**src/rtl/sfs_pkg.sv**
```systemverilog
`timescale 1ns / 1ps
`default_nettype none
package sfs_pkg;

  localparam int unsigned CfgIdxW = 3;
  localparam logic [CfgIdxW-1:0] REG_FLASH     = 3'd0;
  localparam logic [CfgIdxW-1:0] REG_ONSET     = 3'd1;
  localparam logic [CfgIdxW-1:0] REG_REP_GAP   = 3'd2;
  localparam logic [CfgIdxW-1:0] REG_TRIAL_GAP = 3'd3;
  localparam logic [CfgIdxW-1:0] REG_FLASHES   = 3'd4;
  localparam logic [CfgIdxW-1:0] REG_REPS      = 3'd5;
  localparam logic [CfgIdxW-1:0] REG_TRIALS    = 3'd6;

  localparam logic [31:0] UnlimitedTrials = 32'hFFFF_FFFE;
  localparam logic [16:0] TrialNumMax     = 17'h1_FFFF;

  typedef enum logic [3:0] {
    EV_EXP_START   = 4'd0,
    EV_REST_STOP   = 4'd1,
    EV_TRIAL_START = 4'd2,
    EV_FLASH       = 4'd3,
    EV_FLASH_STOP  = 4'd4,
    EV_VISUAL_STOP = 4'd5,
    EV_TRIAL_STOP  = 4'd6,
    EV_REST_START  = 4'd7,
    EV_TARGET_CUE  = 4'd8,
    EV_FEEDBACK    = 4'd9,
    EV_VALUE       = 4'd10,
    EV_EXP_STOP    = 4'd11
  } event_e;

  typedef enum logic [2:0] {
    PH_NONE, PH_NOFLASH, PH_FLASH, PH_INTER, PH_REPREST, PH_TRIALREST,
    PH_TARGET, PH_FEEDBACK
  } phase_e;

  typedef struct packed {
    logic [15:0] prediction;
    logic        target_ready;
    logic [15:0] target_value;
    logic        quit;
  } tick_t;

  typedef struct packed {
    logic [3:0]  event_code;
    logic [15:0] event_value;
    logic        target_pop;
    logic        evidence_flush;
    logic        last;
  } event_t;

  // shared arithmetic unit request/response
  typedef struct packed {
    logic        start;
    logic        is_mod;
    logic [47:0] a;
    logic [31:0] b;
  } alu_req_t;

  typedef struct packed {
    logic        done;
    logic [47:0] result;
  } alu_rsp_t;

endpackage
`default_nettype wire

```
**src/rtl/sfs_if.sv**
```systemverilog
`timescale 1ns / 1ps
`default_nettype none
interface sfs_tick_if;
  logic           valid;
  logic           ready;
  sfs_pkg::tick_t data;
  modport source (output valid, output data, input ready);
  modport sink (input valid, input data, output ready);
endinterface

interface sfs_event_if;
  logic            valid;
  logic            ready;
  sfs_pkg::event_t data;
  modport source (output valid, output data, input ready);
  modport sink (input valid, input data, output ready);
endinterface
`default_nettype wire

```
**src/rtl/sfs_alu.sv**
```systemverilog
`timescale 1ns / 1ps
`default_nettype none
// bit-serial shift-add multiplier / restoring modulo, one bit a cycle
module sfs_alu (
  input  wire logic              clk_i,
  input  wire logic              rst_ni,
  input  wire sfs_pkg::alu_req_t req_i,
  output sfs_pkg::alu_rsp_t      rsp_o
);

  logic        busy_q, busy_d;
  logic        mod_q, mod_d;
  logic [5:0]  cnt_q, cnt_d;
  logic [47:0] acc_q, acc_d;
  logic [47:0] a_q, a_d;
  logic [31:0] b_q, b_d;
  logic        done_q, done_d;
  logic [48:0] trial_rem;
  logic [48:0] rem_sh;

  always_comb begin
    busy_d = busy_q;
    mod_d  = mod_q;
    cnt_d  = cnt_q;
    acc_d  = acc_q;
    a_d    = a_q;
    b_d    = b_q;
    done_d = 1'b0;
    rem_sh    = {acc_q, a_q[47]};
    trial_rem = rem_sh - {17'd0, b_q};
    if (req_i.start) begin
      busy_d = 1'b1;
      mod_d  = req_i.is_mod;
      cnt_d  = 6'd0;
      acc_d  = '0;
      a_d    = req_i.a;
      b_d    = req_i.b;
    end else if (busy_q) begin
      if (mod_q) begin
        // restoring remainder, dividend bits from the top
        acc_d = trial_rem[48] ? rem_sh[47:0] : trial_rem[47:0];
        a_d   = {a_q[46:0], 1'b0};
      end else begin
        // multiply: a shifts left, b shifts right
        if (b_q[0]) acc_d = acc_q + a_q;
        a_d = {a_q[46:0], 1'b0};
        b_d = {1'b0, b_q[31:1]};
      end
      cnt_d = cnt_q + 6'd1;
      if ((mod_q && cnt_q == 6'd47) || (!mod_q && cnt_q == 6'd31)) begin
        busy_d = 1'b0;
        done_d = 1'b1;
      end
    end
  end

  always_ff @(posedge clk_i or negedge rst_ni) begin
    if (!rst_ni) begin
      busy_q <= 1'b0;
      done_q <= 1'b0;
      cnt_q  <= '0;
      mod_q  <= 1'b0;
    end else begin
      busy_q <= busy_d;
      done_q <= done_d;
      cnt_q  <= cnt_d;
      mod_q  <= mod_d;
    end
  end

  always_ff @(posedge clk_i) begin
    acc_q <= acc_d;
    a_q   <= a_d;
    b_q   <= b_d;
  end

  assign rsp_o.done   = done_q;
  assign rsp_o.result = acc_q;

  property p_done_pulse;
    @(posedge clk_i) disable iff (!rst_ni) rsp_o.done |=> !rsp_o.done;
  endproperty
  assert property (p_done_pulse) else $error("alu done held");

  property p_done_after_busy;
    @(posedge clk_i) disable iff (!rst_ni) rsp_o.done |-> $past(busy_q);
  endproperty
  assert property (p_done_after_busy) else $error("alu done without work");

  property p_busy_start;
    @(posedge clk_i) disable iff (!rst_ni) $rose(busy_q) |-> $past(req_i.start);
  endproperty
  assert property (p_busy_start) else $error("alu busy without start");

endmodule
`default_nettype wire

```
**src/rtl/stimulus_flash_sequencer_unit.sv**
```systemverilog
`timescale 1ns / 1ps
`default_nettype none
// stimulus flash sequencer
// tick_if carries one beat per simulated tick (prediction, target head, quit);
// evt_if returns up to four event beats per tick, the final one with last set.
// configuration is written through cfg_we_i/cfg_idx_i/cfg_data_i while idle;
// tick_if.ready drops during a write, so a tick never shares the write edge.
// each running tick goes through a small sequencer around one bit-serial
// arithmetic unit: two 32-step products (flash span, trial length) and one
// 48-step modulo for the time within a repetition, each with a registered result.
// the tick beat is latched, then passes S_PRE, the two products, the modulo and
// S_DECIDE before the first event beat is offered; a tick with no event frees
// the input after S_DECIDE, one with events once its last beat is taken.
// ticks while waiting for quit or after the run is done skip the arithmetic and
// go from S_PRE back to idle, or through S_DRAIN when the final stop beat goes out.
// events are stored in a four-entry buffer and then drained one beat a cycle;
// when the receiver stalls the drain simply waits, and no new tick is taken
// until every event of the current tick has gone.
// reset restores the register defaults (flash 25, onset 50, trial gap 1000, repetition
// gap 0, twelve flashes, ten repetitions, unlimited trials) and the initial trial windows.
// once the run is done every later tick is taken and gives no event.
module stimulus_flash_sequencer_unit (
  input  wire logic        clk_i,
  input  wire logic        rst_ni,
  input  wire logic        cfg_we_i,
  input  wire logic [2:0]  cfg_idx_i,
  input  wire logic [15:0] cfg_data_i,
  sfs_tick_if.sink         tick_if,
  sfs_event_if.source      evt_if
);

  typedef enum logic [3:0] {
    S_IDLE, S_PRE, S_MUL_SPAN, S_MUL_TDUR, S_MOD, S_DECIDE, S_EMIT, S_DRAIN
  } state_e;

  state_e state_q;

  // configuration
  logic [15:0] flash_q, onset_q, rep_gap_q, trial_gap_q, trials_q;
  logic [7:0]  flashes_q, reps_q;

  // sequencing state
  logic [31:0] now_q, trial_start_q, fb_start_q, fb_end_q, cue_start_q, cue_end_q;
  logic [31:0] nf_at_q, nfs_at_q;
  logic [16:0] trial_num_q;
  sfs_pkg::phase_e last_ph_q, prior_ph_q;
  logic [15:0] held_q;
  logic [1:0]  fin_q;
  localparam logic [1:0] FinRun = 2'd0, FinWait = 2'd1, FinDone = 2'd2;

  // tick latch and arithmetic results
  sfs_pkg::tick_t tk_q;
  logic [47:0] span_q, tdur_q, tir_q;

  // event buffer
  sfs_pkg::event_t ev_q [4];
  logic [2:0] ev_n_q;
  logic [1:0] ev_rd_q;

  sfs_pkg::alu_req_t alu_req;
  sfs_pkg::alu_rsp_t alu_rsp;

  sfs_alu u_alu (.clk_i, .rst_ni, .req_i(alu_req), .rsp_o(alu_rsp));

  // derived figures
  logic [31:0] eff;
  logic [31:0] p8;
  logic [31:0] tit;
  logic [47:0] rep_len, period, period_from_span;
  logic [7:0]  nf;
  logic        trial_over;
  assign eff     = (trials_q != 16'd0) ? {16'd0, trials_q} : sfs_pkg::UnlimitedTrials;
  assign p8      = {19'd0, trial_gap_q[15:3]};
  assign tit     = now_q - trial_start_q;
  assign nf      = (flashes_q != 8'd0) ? flashes_q : 8'd1;
  assign rep_len = span_q + {32'd0, flash_q};
  assign period  = rep_len + {32'd0, rep_gap_q};
  // span straight from the unit, before span_q has taken it
  assign period_from_span = alu_rsp.result + {32'd0, flash_q} + {32'd0, rep_gap_q};
  assign trial_over = ({15'd0, trial_num_q} > eff);

  assign tick_if.ready = (state_q == S_IDLE) && !cfg_we_i;
  assign evt_if.valid  = (state_q == S_DRAIN);
  assign evt_if.data   = ev_q[ev_rd_q];

  // the arithmetic unit is started on entry to each product and the modulo
  always_comb begin
    alu_req = '0;
    unique case (state_q)
      S_PRE: begin
        alu_req.start = (fin_q == FinRun) && !trial_over;
        alu_req.a     = {40'd0, nf - 8'd1};
        alu_req.b     = {16'd0, onset_q};
      end
      S_MUL_SPAN: begin
        if (alu_rsp.done) begin
          alu_req.start = 1'b1;
          alu_req.a     = {40'd0, reps_q};
          alu_req.b     = period_from_span[31:0];
        end
      end
      S_MUL_TDUR: begin
        if (alu_rsp.done) begin
          alu_req.start  = 1'b1;
          alu_req.is_mod = 1'b1;
          alu_req.a      = {16'd0, tit};
          alu_req.b      = period[31:0];
        end
      end
      default: ;
    endcase
  end

  // one decision pass, as combinational next-state of the tick
  logic [31:0] d_trial_start, d_fb_start, d_fb_end, d_cue_start, d_cue_end;
  logic [31:0] d_nf_at, d_nfs_at;
  logic [16:0] d_tn;
  sfs_pkg::phase_e st, d_last;
  logic [15:0] d_held;
  logic [1:0]  d_fin;
  sfs_pkg::event_t ev [4];
  logic [2:0] n;
  logic flush;

  function automatic sfs_pkg::event_t mk(logic [3:0] c, logic [15:0] v, logic pop,
                                         logic fl);
    sfs_pkg::event_t e;
    e.event_code     = c;
    e.event_value    = v;
    e.target_pop     = pop;
    e.evidence_flush = fl;
    e.last           = 1'b0;
    return e;
  endfunction

  always_comb begin
    logic [31:0] base;
    logic        newtr;
    logic [31:0] tit2;
    logic [47:0] tir_use;
    d_trial_start = trial_start_q; d_fb_start = fb_start_q; d_fb_end = fb_end_q;
    d_cue_start = cue_start_q; d_cue_end = cue_end_q;
    d_nf_at = nf_at_q; d_nfs_at = nfs_at_q; d_tn = trial_num_q;
    d_last = last_ph_q; d_held = held_q; d_fin = fin_q;
    st = prior_ph_q; flush = 1'b0; n = 3'd0;
    for (int i = 0; i < 4; i++) ev[i] = '0;
    base = now_q; newtr = 1'b0;

    if (tk_q.prediction != 16'd0 && st != sfs_pkg::PH_TRIALREST &&
        st != sfs_pkg::PH_FEEDBACK && st != sfs_pkg::PH_TARGET) newtr = 1'b1;
    if (newtr) begin
      d_trial_start = now_q + {16'd0, trial_gap_q};
      d_fb_start = now_q + {p8[30:0], 1'b0};
      d_fb_end = d_fb_start + {p8[30:0], 1'b0};
      d_cue_start = d_fb_end + p8;
      d_cue_end = d_cue_start + {p8[30:0], 1'b0};
      d_nf_at = 32'd0; d_nfs_at = {16'd0, flash_q};
      if (d_tn < sfs_pkg::TrialNumMax) d_tn = d_tn + 17'd1;
    end
    // a trial cut short restarts its clock at this tick
    tit2 = now_q - d_trial_start;
    tir_use = newtr ? 48'd0 : tir_q;

    if (now_q < d_trial_start) begin
      st = sfs_pkg::PH_TRIALREST;
      if (now_q >= d_fb_start && now_q <= d_fb_end) begin
        st = sfs_pkg::PH_FEEDBACK;
        if (last_ph_q == sfs_pkg::PH_FEEDBACK && tk_q.prediction != 16'd0) begin
          d_held = tk_q.prediction;
          st = sfs_pkg::PH_TRIALREST;
          flush = 1'b1;
        end
      end
      if (now_q >= d_cue_start && now_q <= d_cue_end) st = sfs_pkg::PH_TARGET;
    end else if ({15'd0, d_tn} != eff) begin
      if ({16'd0, tit2} >= tdur_q) begin
        d_trial_start = base + {16'd0, trial_gap_q};
        d_fb_start = base + {p8[30:0], 1'b0};
        d_fb_end = d_fb_start + {p8[30:0], 1'b0};
        d_cue_start = d_fb_end + p8;
        d_cue_end = d_cue_start + {p8[30:0], 1'b0};
        d_nf_at = 32'd0; d_nfs_at = {16'd0, flash_q};
        if (d_tn < sfs_pkg::TrialNumMax) d_tn = d_tn + 17'd1;
        st = sfs_pkg::PH_TRIALREST;
      end else if (tir_use >= rep_len) begin
        st = sfs_pkg::PH_REPREST;
        d_nf_at = 32'd0; d_nfs_at = {16'd0, flash_q};
      end else begin
        if (tir_use < {16'd0, d_nf_at}) st = sfs_pkg::PH_INTER;
        if (tir_use >= {16'd0, d_nf_at} && last_ph_q != sfs_pkg::PH_FLASH &&
            {16'd0, d_nf_at} <= span_q) begin
          st = sfs_pkg::PH_FLASH;
          d_nf_at = d_nf_at + {16'd0, onset_q};
        end
        if (tir_use >= {16'd0, d_nfs_at} && last_ph_q != sfs_pkg::PH_NOFLASH) begin
          st = sfs_pkg::PH_NOFLASH;
          d_nfs_at = d_nfs_at + {16'd0, onset_q};
        end
      end
    end else begin
      if (d_tn < sfs_pkg::TrialNumMax) d_tn = d_tn + 17'd1;
      st = sfs_pkg::PH_NONE;
    end

    if (st != last_ph_q) begin
      priority if (last_ph_q == sfs_pkg::PH_TRIALREST) begin
        if (st != sfs_pkg::PH_TARGET && st != sfs_pkg::PH_FEEDBACK) begin
          ev[n[1:0]] = mk(sfs_pkg::EV_REST_STOP, 16'd0, 1'b0, flush); n = n + 3'd1;
          flush = 1'b0;
          if (st != sfs_pkg::PH_NONE) begin
            ev[n[1:0]] = mk(sfs_pkg::EV_TRIAL_START, 16'd0, 1'b0, 1'b0); n = n + 3'd1;
          end
        end
      end else if (last_ph_q == sfs_pkg::PH_TARGET) begin
        d_held = 16'd0;
      end else if (last_ph_q == sfs_pkg::PH_NONE) begin
        ev[n[1:0]] = mk(sfs_pkg::EV_EXP_START, 16'd0, 1'b0, flush); n = n + 3'd1;
        flush = 1'b0;
      end else begin
      end
      unique case (st)
        sfs_pkg::PH_FLASH: begin
          ev[n[1:0]] = mk(sfs_pkg::EV_FLASH, 16'd0, 1'b0, flush); n = n + 3'd1;
        end
        sfs_pkg::PH_NOFLASH: begin
          ev[n[1:0]] = mk(sfs_pkg::EV_FLASH_STOP, 16'd0, 1'b0, flush); n = n + 3'd1;
        end
        sfs_pkg::PH_REPREST: begin
          ev[n[1:0]] = mk(sfs_pkg::EV_VISUAL_STOP, 16'd0, 1'b0, flush); n = n + 3'd1;
        end
        sfs_pkg::PH_TRIALREST: begin
          if (last_ph_q == sfs_pkg::PH_TARGET || last_ph_q == sfs_pkg::PH_FEEDBACK) begin
            ev[n[1:0]] = mk(sfs_pkg::EV_VISUAL_STOP, 16'd0, 1'b0, flush); n = n + 3'd1;
            flush = 1'b0;
          end
          if (last_ph_q != sfs_pkg::PH_NONE && last_ph_q != sfs_pkg::PH_TARGET &&
              last_ph_q != sfs_pkg::PH_FEEDBACK) begin
            ev[n[1:0]] = mk(sfs_pkg::EV_TRIAL_STOP, 16'd0, 1'b0, flush); n = n + 3'd1;
            ev[n[1:0]] = mk(sfs_pkg::EV_REST_START, 16'd0, 1'b0, 1'b0); n = n + 3'd1;
          end
        end
        sfs_pkg::PH_TARGET: begin
          if (tk_q.target_ready) begin
            ev[n[1:0]] = mk(sfs_pkg::EV_TARGET_CUE, 16'd0, 1'b0, flush); n = n + 3'd1;
            ev[n[1:0]] = mk(sfs_pkg::EV_VALUE, tk_q.target_value, 1'b1, 1'b0);
            n = n + 3'd1;
          end
        end
        sfs_pkg::PH_FEEDBACK: begin
          if (d_held == 16'd0) begin
            ev[n[1:0]] = mk(sfs_pkg::EV_FEEDBACK, 16'd0, 1'b0, flush);
          end else begin
            ev[n[1:0]] = mk(sfs_pkg::EV_VALUE, d_held, 1'b0, flush);
            d_held = 16'd0;
          end
          n = n + 3'd1;
        end
        default: begin
          ev[n[1:0]] = mk(sfs_pkg::EV_TRIAL_STOP, 16'd0, 1'b0, flush); n = n + 3'd1;
        end
      endcase
      d_last = st;
    end
    if (tk_q.quit) begin
      if (n < 3'd4) begin
        ev[n[1:0]] = mk(sfs_pkg::EV_EXP_STOP, 16'd0, 1'b0, 1'b0); n = n + 3'd1;
      end
      d_fin = FinDone;
    end
    // mark the final beat of the tick
    if (n != 3'd0) ev[n[1:0] - 2'd1].last = 1'b1;
  end

  always_ff @(posedge clk_i or negedge rst_ni) begin
    if (!rst_ni) begin
      state_q <= S_IDLE;
      flash_q <= 16'd25; onset_q <= 16'd50; rep_gap_q <= 16'd0;
      trial_gap_q <= 16'd1000; flashes_q <= 8'd12; reps_q <= 8'd10; trials_q <= 16'd0;
      now_q <= '0;
      trial_start_q <= 32'd1000; fb_start_q <= 32'd250; fb_end_q <= 32'd500;
      cue_start_q <= 32'd625; cue_end_q <= 32'd875;
      nf_at_q <= '0; nfs_at_q <= 32'd25;
      trial_num_q <= '0;
      last_ph_q <= sfs_pkg::PH_NONE; prior_ph_q <= sfs_pkg::PH_NOFLASH;
      held_q <= '0; fin_q <= FinRun;
      ev_n_q <= '0; ev_rd_q <= '0;
    end else begin
      unique case (state_q)
        S_IDLE: begin
          if (cfg_we_i) begin
            logic [15:0] fl, gp;
            fl = flash_q; gp = trial_gap_q;
            unique case (cfg_idx_i)
              sfs_pkg::REG_FLASH:     begin flash_q <= cfg_data_i; fl = cfg_data_i; end
              sfs_pkg::REG_ONSET:     onset_q <= cfg_data_i;
              sfs_pkg::REG_REP_GAP:   rep_gap_q <= cfg_data_i;
              sfs_pkg::REG_TRIAL_GAP: begin trial_gap_q <= cfg_data_i; gp = cfg_data_i; end
              sfs_pkg::REG_FLASHES:   flashes_q <= cfg_data_i[7:0];
              sfs_pkg::REG_REPS:      reps_q <= cfg_data_i[7:0];
              sfs_pkg::REG_TRIALS:    trials_q <= cfg_data_i;
              default: ;
            endcase
            if (cfg_idx_i <= sfs_pkg::REG_TRIALS && now_q == 32'd0 &&
                last_ph_q == sfs_pkg::PH_NONE && fin_q == FinRun) begin
              trial_start_q <= {16'd0, gp};
              fb_start_q <= {18'd0, gp[15:3], 1'b0};
              fb_end_q <= {17'd0, gp[15:3], 2'b0};
              cue_start_q <= {17'd0, gp[15:3], 2'b0} + {19'd0, gp[15:3]};
              cue_end_q <= {17'd0, gp[15:3], 2'b0} + {19'd0, gp[15:3]} +
                           {18'd0, gp[15:3], 1'b0};
              nf_at_q <= '0; nfs_at_q <= {16'd0, fl};
            end
          end else if (tick_if.valid) begin
            tk_q <= tick_if.data;
            state_q <= S_PRE;
          end
        end
        S_PRE: begin
          // handle finished / waiting before any arithmetic
          if (fin_q == FinDone) begin
            state_q <= S_IDLE;
          end else if (fin_q == FinWait || trial_over) begin
            fin_q <= FinWait;
            if (tk_q.quit) begin
              ev_q[0] <= '{event_code: sfs_pkg::EV_EXP_STOP, event_value: 16'd0,
                           target_pop: 1'b0, evidence_flush: 1'b0, last: 1'b1};
              ev_n_q <= 3'd1; ev_rd_q <= '0;
              fin_q <= FinDone;
              state_q <= S_DRAIN;
            end else begin
              state_q <= S_IDLE;
            end
          end else begin
            state_q <= S_MUL_SPAN;
          end
        end
        S_MUL_SPAN: begin
          if (alu_rsp.done) begin
            span_q <= alu_rsp.result;
            state_q <= S_MUL_TDUR;
          end
        end
        S_MUL_TDUR: begin
          if (alu_rsp.done) begin
            tdur_q <= alu_rsp.result;
            state_q <= S_MOD;
          end
        end
        S_MOD: begin
          if (alu_rsp.done) begin
            tir_q <= (period == 48'd0) ? 48'd0 : alu_rsp.result;
            state_q <= S_DECIDE;
          end
        end
        S_DECIDE: begin
          trial_start_q <= d_trial_start; fb_start_q <= d_fb_start;
          fb_end_q <= d_fb_end; cue_start_q <= d_cue_start; cue_end_q <= d_cue_end;
          nf_at_q <= d_nf_at; nfs_at_q <= d_nfs_at; trial_num_q <= d_tn;
          last_ph_q <= d_last; prior_ph_q <= st; held_q <= d_held; fin_q <= d_fin;
          now_q <= now_q + 32'd1;
          for (int i = 0; i < 4; i++) ev_q[i] <= ev[i];
          ev_n_q <= n; ev_rd_q <= '0;
          state_q <= (n != 3'd0) ? S_DRAIN : S_IDLE;
        end
        S_DRAIN: begin
          if (evt_if.ready) begin
            if ({1'b0, ev_rd_q} + 3'd1 == ev_n_q) state_q <= S_IDLE;
            else ev_rd_q <= ev_rd_q + 2'd1;
          end
        end
        default: state_q <= S_IDLE;
      endcase
    end
  end

  property p_ready_idle;
    @(posedge clk_i) disable iff (!rst_ni) tick_if.ready |-> !evt_if.valid;
  endproperty
  assert property (p_ready_idle) else $error("ready while draining");

  property p_count;
    @(posedge clk_i) disable iff (!rst_ni) evt_if.valid |-> ev_n_q != 3'd0;
  endproperty
  assert property (p_count) else $error("drain with no events");

  property p_done_quiet;
    @(posedge clk_i) disable iff (!rst_ni)
      (fin_q == FinDone && state_q == S_PRE) |=> state_q == S_IDLE;
  endproperty
  assert property (p_done_quiet) else $error("done run did work");

endmodule
`default_nettype wire
```
**src/flat_wrapper.sv**
```systemverilog
// flat-port wrapper written by rule: the top's interface ports become plain ports
module stimulus_flash_sequencer_unit_flat 
  (clk_i, rst_ni, cfg_we_i, cfg_idx_i, cfg_data_i, tick_if_valid, tick_if_data, tick_if_ready, evt_if_valid, evt_if_data, evt_if_ready);
  sfs_tick_if tick_if_i ();
  sfs_event_if evt_if_i ();
  input  wire logic clk_i;
  input  wire logic rst_ni;
  input  wire logic cfg_we_i;
  input  wire logic [2:0] cfg_idx_i;
  input  wire logic [15:0] cfg_data_i;
  input wire logic [$bits(tick_if_i.valid)-1:0] tick_if_valid;
  input wire logic [$bits(tick_if_i.data)-1:0] tick_if_data;
  output wire logic [$bits(tick_if_i.ready)-1:0] tick_if_ready;
  output wire logic [$bits(evt_if_i.valid)-1:0] evt_if_valid;
  output wire logic [$bits(evt_if_i.data)-1:0] evt_if_data;
  input wire logic [$bits(evt_if_i.ready)-1:0] evt_if_ready;
  assign tick_if_i.valid = tick_if_valid;
  assign tick_if_i.data = tick_if_data;
  assign tick_if_ready = tick_if_i.ready;
  assign evt_if_valid = evt_if_i.valid;
  assign evt_if_data = evt_if_i.data;
  assign evt_if_i.ready = evt_if_ready;
  stimulus_flash_sequencer_unit u_core (.clk_i(clk_i), .rst_ni(rst_ni), .cfg_we_i(cfg_we_i), .cfg_idx_i(cfg_idx_i), .cfg_data_i(cfg_data_i), .tick_if(tick_if_i), .evt_if(evt_if_i));
endmodule
```
**config.mk**
```make
export PLATFORM = sky130hd
export DESIGN_NAME = stimulus_flash_sequencer_unit_flat
export DESIGN_NICKNAME = d
export VERILOG_FILES = /design/src/rtl/sfs_pkg.sv /design/src/rtl/sfs_if.sv /design/src/rtl/sfs_alu.sv /design/src/rtl/stimulus_flash_sequencer_unit.sv /design/src/flat_wrapper.sv
export SDC_FILE = /design/constraint.sdc
export NUM_CORES = 2
export LEC_CHECK = 0
export BUFFER_PORTS_ARGS = -buffer_cell sky130_fd_sc_hd__buf_2
export CAP_MARGIN = 20
export CELL_PAD_IN_SITES_DETAIL_PLACEMENT = 2
export CELL_PAD_IN_SITES_GLOBAL_PLACEMENT = 2
export CORE_MARGIN = 3
export CORE_UTILIZATION = 35
export DETAILED_ROUTE_END_ITERATION = 8
export MAX_ROUTING_LAYER = met4
export PLACE_DENSITY_LB_ADDON = 0.1
export SYNTH_ARGS = -nofsm -noshare
export SYNTH_HDL_FRONTEND = slang
export SYNTH_SLANG_ARGS = --single-unit
export TNS_END_PERCENT = 20
```
**constraint.sdc**
```tcl
create_clock -name clk_i -period 29.2 [get_ports clk_i]
set_clock_uncertainty 0.15 [all_clocks]
set_input_delay 1.46 -clock clk_i [delete_from_list [all_inputs] [get_ports clk_i]]
set_output_delay 1.46 -clock clk_i [all_outputs]
set_load 0.005 [all_outputs]
```
; Word-level counts from Yosys, hierarchy flattened
; Memories as Yosys holds them, arrays and structs flattened.
; Index checks and enable logic that the tools add are counted.
; Widths: inputs -> output; s select.
[op_classes]
n_addsub = 30
order_cmp = 28
eq_ne = 52
muxes = 210
bitwise_logic = 14
n_reduce_logical = 69
[ops]
columns = op, n
row1 = $mux 32, 50
row2 = $bwmux 92, 10
row3 = $mux 92, 10
row4 = $pmux 92 s6, 1
row5 = $pmux 32 s2, 7
row6 = $mux 48, 6
row7 = $demux 23 s2, 6
row8 = $mux 23, 11
row9 = $pmux 80 s3, 1
row10 = $mux 16, 13
row11 = $add 32x16->32, 5
row12 = $and 80x80->80, 2
row13 = $not 80->80, 2
row14 = $add 32x14->32, 4
row15 = $mux 17, 6
row16 = $add 48x16->48, 2
row17 = $ge 48x32->1, 2
row18 = $mux 82, 1
row19 = $mux 3, 26
row20 = $ge 32x32->1, 2
row21 = $le 32x32->1, 2
row22 = $sub 32x32->32, 2
row23 = $sub 49x32->49, 1
row24 = $add 48x48->48, 1
row25 = other kinds (74), 230
[word_totals]
register_bits = 717
ram_bits = 92
in_bits = 58
out_inout_bits = 25
n_memories = 1
[mem_list]
columns = name, depth, word_bits, read_ports, rd_ports_with_merged_regs, wr, line_no
row1 = u_core.ev_q, 4, 23, 1, 0, 4, stimulus_flash_sequencer_unit.sv:56  ; sfs_pkg::event_t ev_q [4];

; Depth between registers and ports, before layout
[depth]
ltp_word = 41
mapped_depth = 54

; Hierarchy
; Synthesis repeated with hierarchy kept, for this count alone.
[unflattened]
hier_cells = 7482
hier_area_um2 = 66102.1
[modules_own_cells]
columns = mod, instances, cells_each, area_each_um2, seq_area_each_um2
row1 = stimulus_flash_sequencer_unit, 1, 6205, 55159.2, 18205.0
row2 = sfs_alu, 1, 1277, 10943.0, 3588.4

; Worst setup path before layout
; Ideal clock, no wire load.
[synth_timing]
kind = flip-flop to flip-flop
startpoint = register u_core.now_q[1]
endpoint = register u_core.state_q[0]
setup_time_ps = 161
arrival_ps = 11634
setup_slack_ps = 17254
stages_incl_launch_ff = 51
n_path_buf = 2
synth_period_minus_slack_ps = 11946
path_cell_list = dfrtp_1 ha_1 fa_1 a211oi_1 o21bai_1 a21oi_1 xnor2_1 ha_1 a21oi_1 o21ai_0 a41oi_1 o21ai_0 xor2_1 ha_1 and3_1 and3_1 o21ai_1 o31ai_1 [... 15 more ...] o21ai_0 a21boi_1 o21ai_0 or2_2 clkbuf_1 ha_1 o21ai_0 ha_1 inv_1 ha_1 xor2_1 nand2_1 and3_1 o41a_1 buf_6 or3_1 a21boi_2 a41oi_1
[synth_via]
elab_chain_cells = 29
word_cells_on_any_way = 53
[synth_rtl]
columns = element, line_no
row1 = "start, declared", stimulus_flash_sequencer_unit.sv:43  ; logic [31:0] now_q, trial_start_q, fb_start_q, fb_end_q, cue_start_q, cue_end_q;
row2 = "start signal, assigned", stimulus_flash_sequencer_unit.sv:360  ; now_q <= now_q + 32'd1;
row3 = $add 32x14->32, stimulus_flash_sequencer_unit.sv:153  ; d_fb_start = now_q + {p8[30:0], 1'b0};
row4 = $add 32x14->32, stimulus_flash_sequencer_unit.sv:154  ; d_fb_end = d_fb_start + {p8[30:0], 1'b0};
row5 = $add 32x13->32, stimulus_flash_sequencer_unit.sv:155  ; d_cue_start = d_fb_end + p8;
row6 = $add 32x14->32, stimulus_flash_sequencer_unit.sv:156  ; d_cue_end = d_cue_start + {p8[30:0], 1'b0};
row7 = $mux 32, stimulus_flash_sequencer_unit.sv:151  ; if (newtr) begin
row8 = $le 32x32->1, stimulus_flash_sequencer_unit.sv:174  ; if (now_q >= d_cue_start && now_q <= d_cue_end) st = sfs_pkg::PH_TARGET;
row9 = $logic_and 1x1->1, stimulus_flash_sequencer_unit.sv:174
row10 = $mux 3, stimulus_flash_sequencer_unit.sv:174
row11 = [... 13 more ...], --
row12 = $pmux 3 s2, stimulus_flash_sequencer_unit.sv:221  ; unique case (st)
row13 = $mux 3 (*), stimulus_flash_sequencer_unit.sv:205  ; if (st != last_ph_q) begin
row14 = $add 3x1->3 or $lt 3x3->1 (tied branches), "stimulus_flash_sequencer_unit.sv:266, stimulus_flash_sequencer_unit.sv:265"
row15 = $mux 3, stimulus_flash_sequencer_unit.sv:265  ; if (n < 3'd4) begin
row16 = $mux 3 (*), stimulus_flash_sequencer_unit.sv:264  ; if (tk_q.quit) begin
row17 = $reduce_bool 3->1 (*), stimulus_flash_sequencer_unit.sv:363  ; state_q <= (n != 3'd0) ? S_DRAIN : S_IDLE;
row18 = $mux 3 (*), stimulus_flash_sequencer_unit.sv:363
row19 = $pmux 4 s7 (*), stimulus_flash_sequencer_unit.sv:288  ; unique case (state_q)
row20 = "end signal, assigned", stimulus_flash_sequencer_unit.sv:363
row21 = "end, declared", stimulus_flash_sequencer_unit.sv:36  ; state_e state_q;
; Every way passes the cells marked *; elsewhere a longest branch is shown, timed or not. The select of a mux whose other input is x is not followed.
; A chain may end at the register's enable or synchronous reset.

==> results.md <==
- Result of the run: completed
- Area of the core: 186000 sq um
- Cell types with the largest area share after synthesis: sky130_fd_sc_hd__edfxtp_1 (16%), sky130_fd_sc_hd__dfrtp_1 (14%), sky130_fd_sc_hd__ha_1 (13%), sky130_fd_sc_hd__xnor2_1 (4.3%), sky130_fd_sc_hd__a21oi_1 (4.3%)
- Longest Clk Path Bufs: 3
- Ratio of total power to cell area: ~36 nW/um^2
- Overall overflow remaining after global route: 0
- Detailed-route wire length per cell: 26.8 um
- Critical path capture point type: flop
- Number of buffers inserted during clock tree synthesis: 106
- Pin count of the biggest net entering global routing: 109
- Routed vias/inst: 5.90
- Basic-gate share of the synthesized area counting and, or, nand and nor cells: 17.2%
- Count of H-tree levels built during CTS: 3
- Switching portion of total power: between 20% and 30%
- Post-synth cell types: 103
- Largest vdd supply drop: 47.8 uV
- Clk Latency, worst-skew pair: 780 ps
- Clock period minus worst slack: 14860 ps
- Peak fanout along the critical path: 16
- Gpl congestion: around 0.9
- Number of endpoints failing setup at the final stage: 0
- Area growth from synthesis to layout: 10.9%
- Tightest Pin Transition: 1100 ps
- Wirelength, routed: around 270000 um
- Hold Violations, Final: 0
- Synth Area in XOR/XNOR: under 10%
- Net switching power: 614 uW
- Clock-pin transition on the worst setup and hold timing paths: 60 ps
- DRC violations left: 0
- Instance count after placement with tap cells included: 9769
- Total iterations of the first detailed-routing run: 5
- Clock tree from TritonCTS: built
- Synthesized-area fraction occupied by ao, oa, aoi and oai cells: approximately a fifth
- Initial DRC Count: around 3300
- Register share of total power: around 45%
- Post-detailed-placement half-perimeter wirelength: 204000 um
- F_max: 0.0673 GHz
- IO buf count: 82
- Share of post-route cells with drive strength above 1: between 8 and 9%
- Final design utilization: 39.1%
- Antenna violation net count after detailed routing: 0
- IO Pins: 83
- Number of global-route vias before repair: 64394
- YS warnings: 0
- Async set or reset register ratio after synthesis: 50.7%
- Total internal power: 1980 uW
- Leakage component of the power: 0.0322 uW
- Fillers: 20520
- Sinks on Clock Net: 808
- Portion of total power attributed to the clock network: a little over half
- Number of flip-flops and latches in the synthesized netlist: 808
- Post-route insts no fill: roughly 10000
- Worst slack after detailed placement: 14430 ps
- Die width: 439 um
- First-pass GRT wire length: 408000 um
- Family of cells with the greatest summed delay on the critical path: compound AO/OA/AOI/OAI gates
- Data arrival time of the critical path: 15310 ps
- Die area: between 150000 and 200000 sq um
- Final-stage net count: about 8100
- Number of antenna violations at the first check in global routing: 18
- Clock root buffer: sky130_fd_sc_hd__clkbuf_16
- Kind of path behind the tightest hold check: reg -> reg
- Cells resized by post-CTS repair: 0
- Highest-delay cell along the critical path: sky130_fd_sc_hd__dfrtp_1
- Number of maximum-capacitance violations: 0
- Setup tns final: 0 ps
- # rows: 158
- Number of vias in the routed layout: 58836
- Starting density of the core: a little over a third
- Largest family of logic cells by synthesized area: compound AO/OA/AOI/OAI gates
- RSZ-0062 raised after global routing: no
- Min setup slack post-route: between 10000 and 15000 ps
- Number of flops mapped to enable cells by yosys: 350
- GRT Util Overall: 28.2%
- Combinational share of power: 1.5%
- Post-CTS Repair Setup Buffers: 0
- Total power after layout: 2600 uW
- Critical Path Source Type: flop
- Max-slew violation count: 0
- Proportion of synthesized chip area in sequential cells: around 33%
- Syn Inst Count: 7398
- Slowest stage delay, CP: a little over 700 ps
- Net count after synthesis: 8146
- Mean cell area of the mapped netlist: 8.86 sq um
- Fin crit share: 50.9%
- CP bufs+invs: 1
- Arithmetic-cell share of the synthesized area counting full adders, half adders and majority gates: 13.5%
- Class of the most critical setup path: reg -> reg
- Most prevalent standard cell on the critical path: sky130_fd_sc_hd__o21ai_0
- Most common flop cell mapped by yosys: sky130_fd_sc_hd__dfrtp_1
- Crit path required time: 29650 ps
- Normalized max-slew margin: 26.6%
- Number of hold buffers added after CTS: 0
- Post-Synthesis Cell Area: 65600 sq um
- Proportion of netlist area held by the largest area contributor: between 10% and 20%
- Cell accounting for the most synthesized area: sky130_fd_sc_hd__edfxtp_1
- Post-synthesis mux area share: 4.48%
- Height of the die: 439 um
path summary, 6_finish.rpt:
check	startpoint	end	slack, ps	depth (start not counted)
worst max-delay path	u_core.now_q[3]	u_core.ev_q[1][10]	14340	47
worst min-delay path	u_core.nf_at_q[14]	u_core.nf_at_q[14]	340	2
worst max register to register	u_core.now_q[3]	u_core.ev_q[1][10]	14340	47
worst min register to register	u_core.nf_at_q[14]	u_core.nf_at_q[14]	340	2
max in group asynchronous	rst_ni	u_core.fb_end_q[28]	26460	3
min in group asynchronous	rst_ni	u_core.trial_num_q[8]	410	1
synth_stat cells (103+ instances only):
cell type                  number
sky130_fd_sc_hd__nor2_1       621
sky130_fd_sc_hd__edfxtp_1     350
sky130_fd_sc_hd__xnor2_1      324
sky130_fd_sc_hd__and2_1       103
sky130_fd_sc_hd__dfrtp_1      360
sky130_fd_sc_hd__a21o_1       165
sky130_fd_sc_hd__o21ai_0      448
sky130_fd_sc_hd__clkbuf_1     269
sky130_fd_sc_hd__nor3_1       174
sky130_fd_sc_hd__nand2_1      659
sky130_fd_sc_hd__o211ai_1     128
sky130_fd_sc_hd__ha_1         658
sky130_fd_sc_hd__xor2_1       177
sky130_fd_sc_hd__a21oi_1      566
sky130_fd_sc_hd__mux2i_1      137
sky130_fd_sc_hd__nand4_1      109
sky130_fd_sc_hd__inv_1        373
sky130_fd_sc_hd__nand3_1      233
logic make-up (layout without fill, tap and decap cells):
group / after synthesis / count (layout)
DFF: 808 / 808
other: 1 / 6
muxes: 253 / 253
buffers and inverters: 699 / 792
AOI/OAI and AO/OA: 2098 / 2098
and+or+nand+nor: 2347 / 2347
xor gates and xnor gates: 501 / 501
adders and majority gates: 691 / 691
routing by layer:
layer	vias up	share of wire, %	wire (um)	global-route usage, %
met5	-	0	0	-
met4	0	3.8	10100	9.36
met3	397	2.8	7390	2.33
met2	873	50	133000	48.7
met1	30304	44	117000	34.7
li1	27262	-	-	-
power groups by stage:
stage	clock network (uW)	logic (uW)	registers (uW)
after CTS	1420	41.0	1180
final	1380	39.9	1180
after detailed placement	0	41.0	1200
after global routing	1460	43.9	1180
after floorplan	0	9.64	1200
after global placement	0	40.1	1200
per-stage QoR:
step	hold WS (ps)	instance area (sq um)
finish	339	72700
global route	355	72700
CTS	343	72700
detailed placement	324	69100
global placement	313	69100
floorplan	274	65600
sequential cells by signal, indices dropped and copies added, names as in the netlist, 34 cells and up:
signal	flops
u_core.ev_q	92
u_core.span_q	48
u_core.tdur_q	48
u_core.tir_q	48
u_core.u_alu.a_q	48
u_core.u_alu.acc_q	48
u_core.tk_q	34
placed cells by master (no fill, tap or decap), types with 56 or more instances in the layout:
cell type and instances:
sky130_fd_sc_hd__dfrtp_1 358, sky130_fd_sc_hd__xor2_1 177, sky130_fd_sc_hd__and2_1 102, sky130_fd_sc_hd__o211ai_1 128, sky130_fd_sc_hd__a22oi_1 64, sky130_fd_sc_hd__mux2_2 93
sky130_fd_sc_hd__nand4_1 109, sky130_fd_sc_hd__a211oi_1 78, sky130_fd_sc_hd__and3_1 65, sky130_fd_sc_hd__ha_1 658, sky130_fd_sc_hd__o21ai_0 447, sky130_fd_sc_hd__nor4_1 79
sky130_fd_sc_hd__mux2i_1 137, sky130_fd_sc_hd__xnor2_1 323, sky130_fd_sc_hd__nor2_1 613, sky130_fd_sc_hd__inv_1 372, sky130_fd_sc_hd__nand2_1 654, sky130_fd_sc_hd__a21boi_0 67
sky130_fd_sc_hd__a21oi_1 566, sky130_fd_sc_hd__o21a_1 58, sky130_fd_sc_hd__nand3_1 233, sky130_fd_sc_hd__a31oi_1 61, sky130_fd_sc_hd__a21o_1 165, sky130_fd_sc_hd__buf_2 83
sky130_fd_sc_hd__nor3_1 170, sky130_fd_sc_hd__buf_4 129, sky130_fd_sc_hd__clkbuf_16 108, sky130_fd_sc_hd__nand2b_1 64, sky130_fd_sc_hd__edfxtp_1 350, sky130_fd_sc_hd__nor2b_1 56
tightest hold or removal path, delay by kind of cell, from the launching register on:
kind | cells | cell delay [ps]
DFF | 1 | 350
AOI/OAI and AO/OA | 1 | 60
and+or+nand+nor | 1 | 50
cell type report:
type	count	area [sq um]	area share, %
repair buffers	219	1500	2.06
inverters	374	1400	1.93
clock buffers	161	3050	4.20
clock inverters	38	531	0.729
well taps	2480	3100	4.27
flip-flops and latches	808	21800	30.0
diodes	5	12.5	0.0172
multi-input cells	5891	41300	56.8
(Power assumes the default switching activity.)
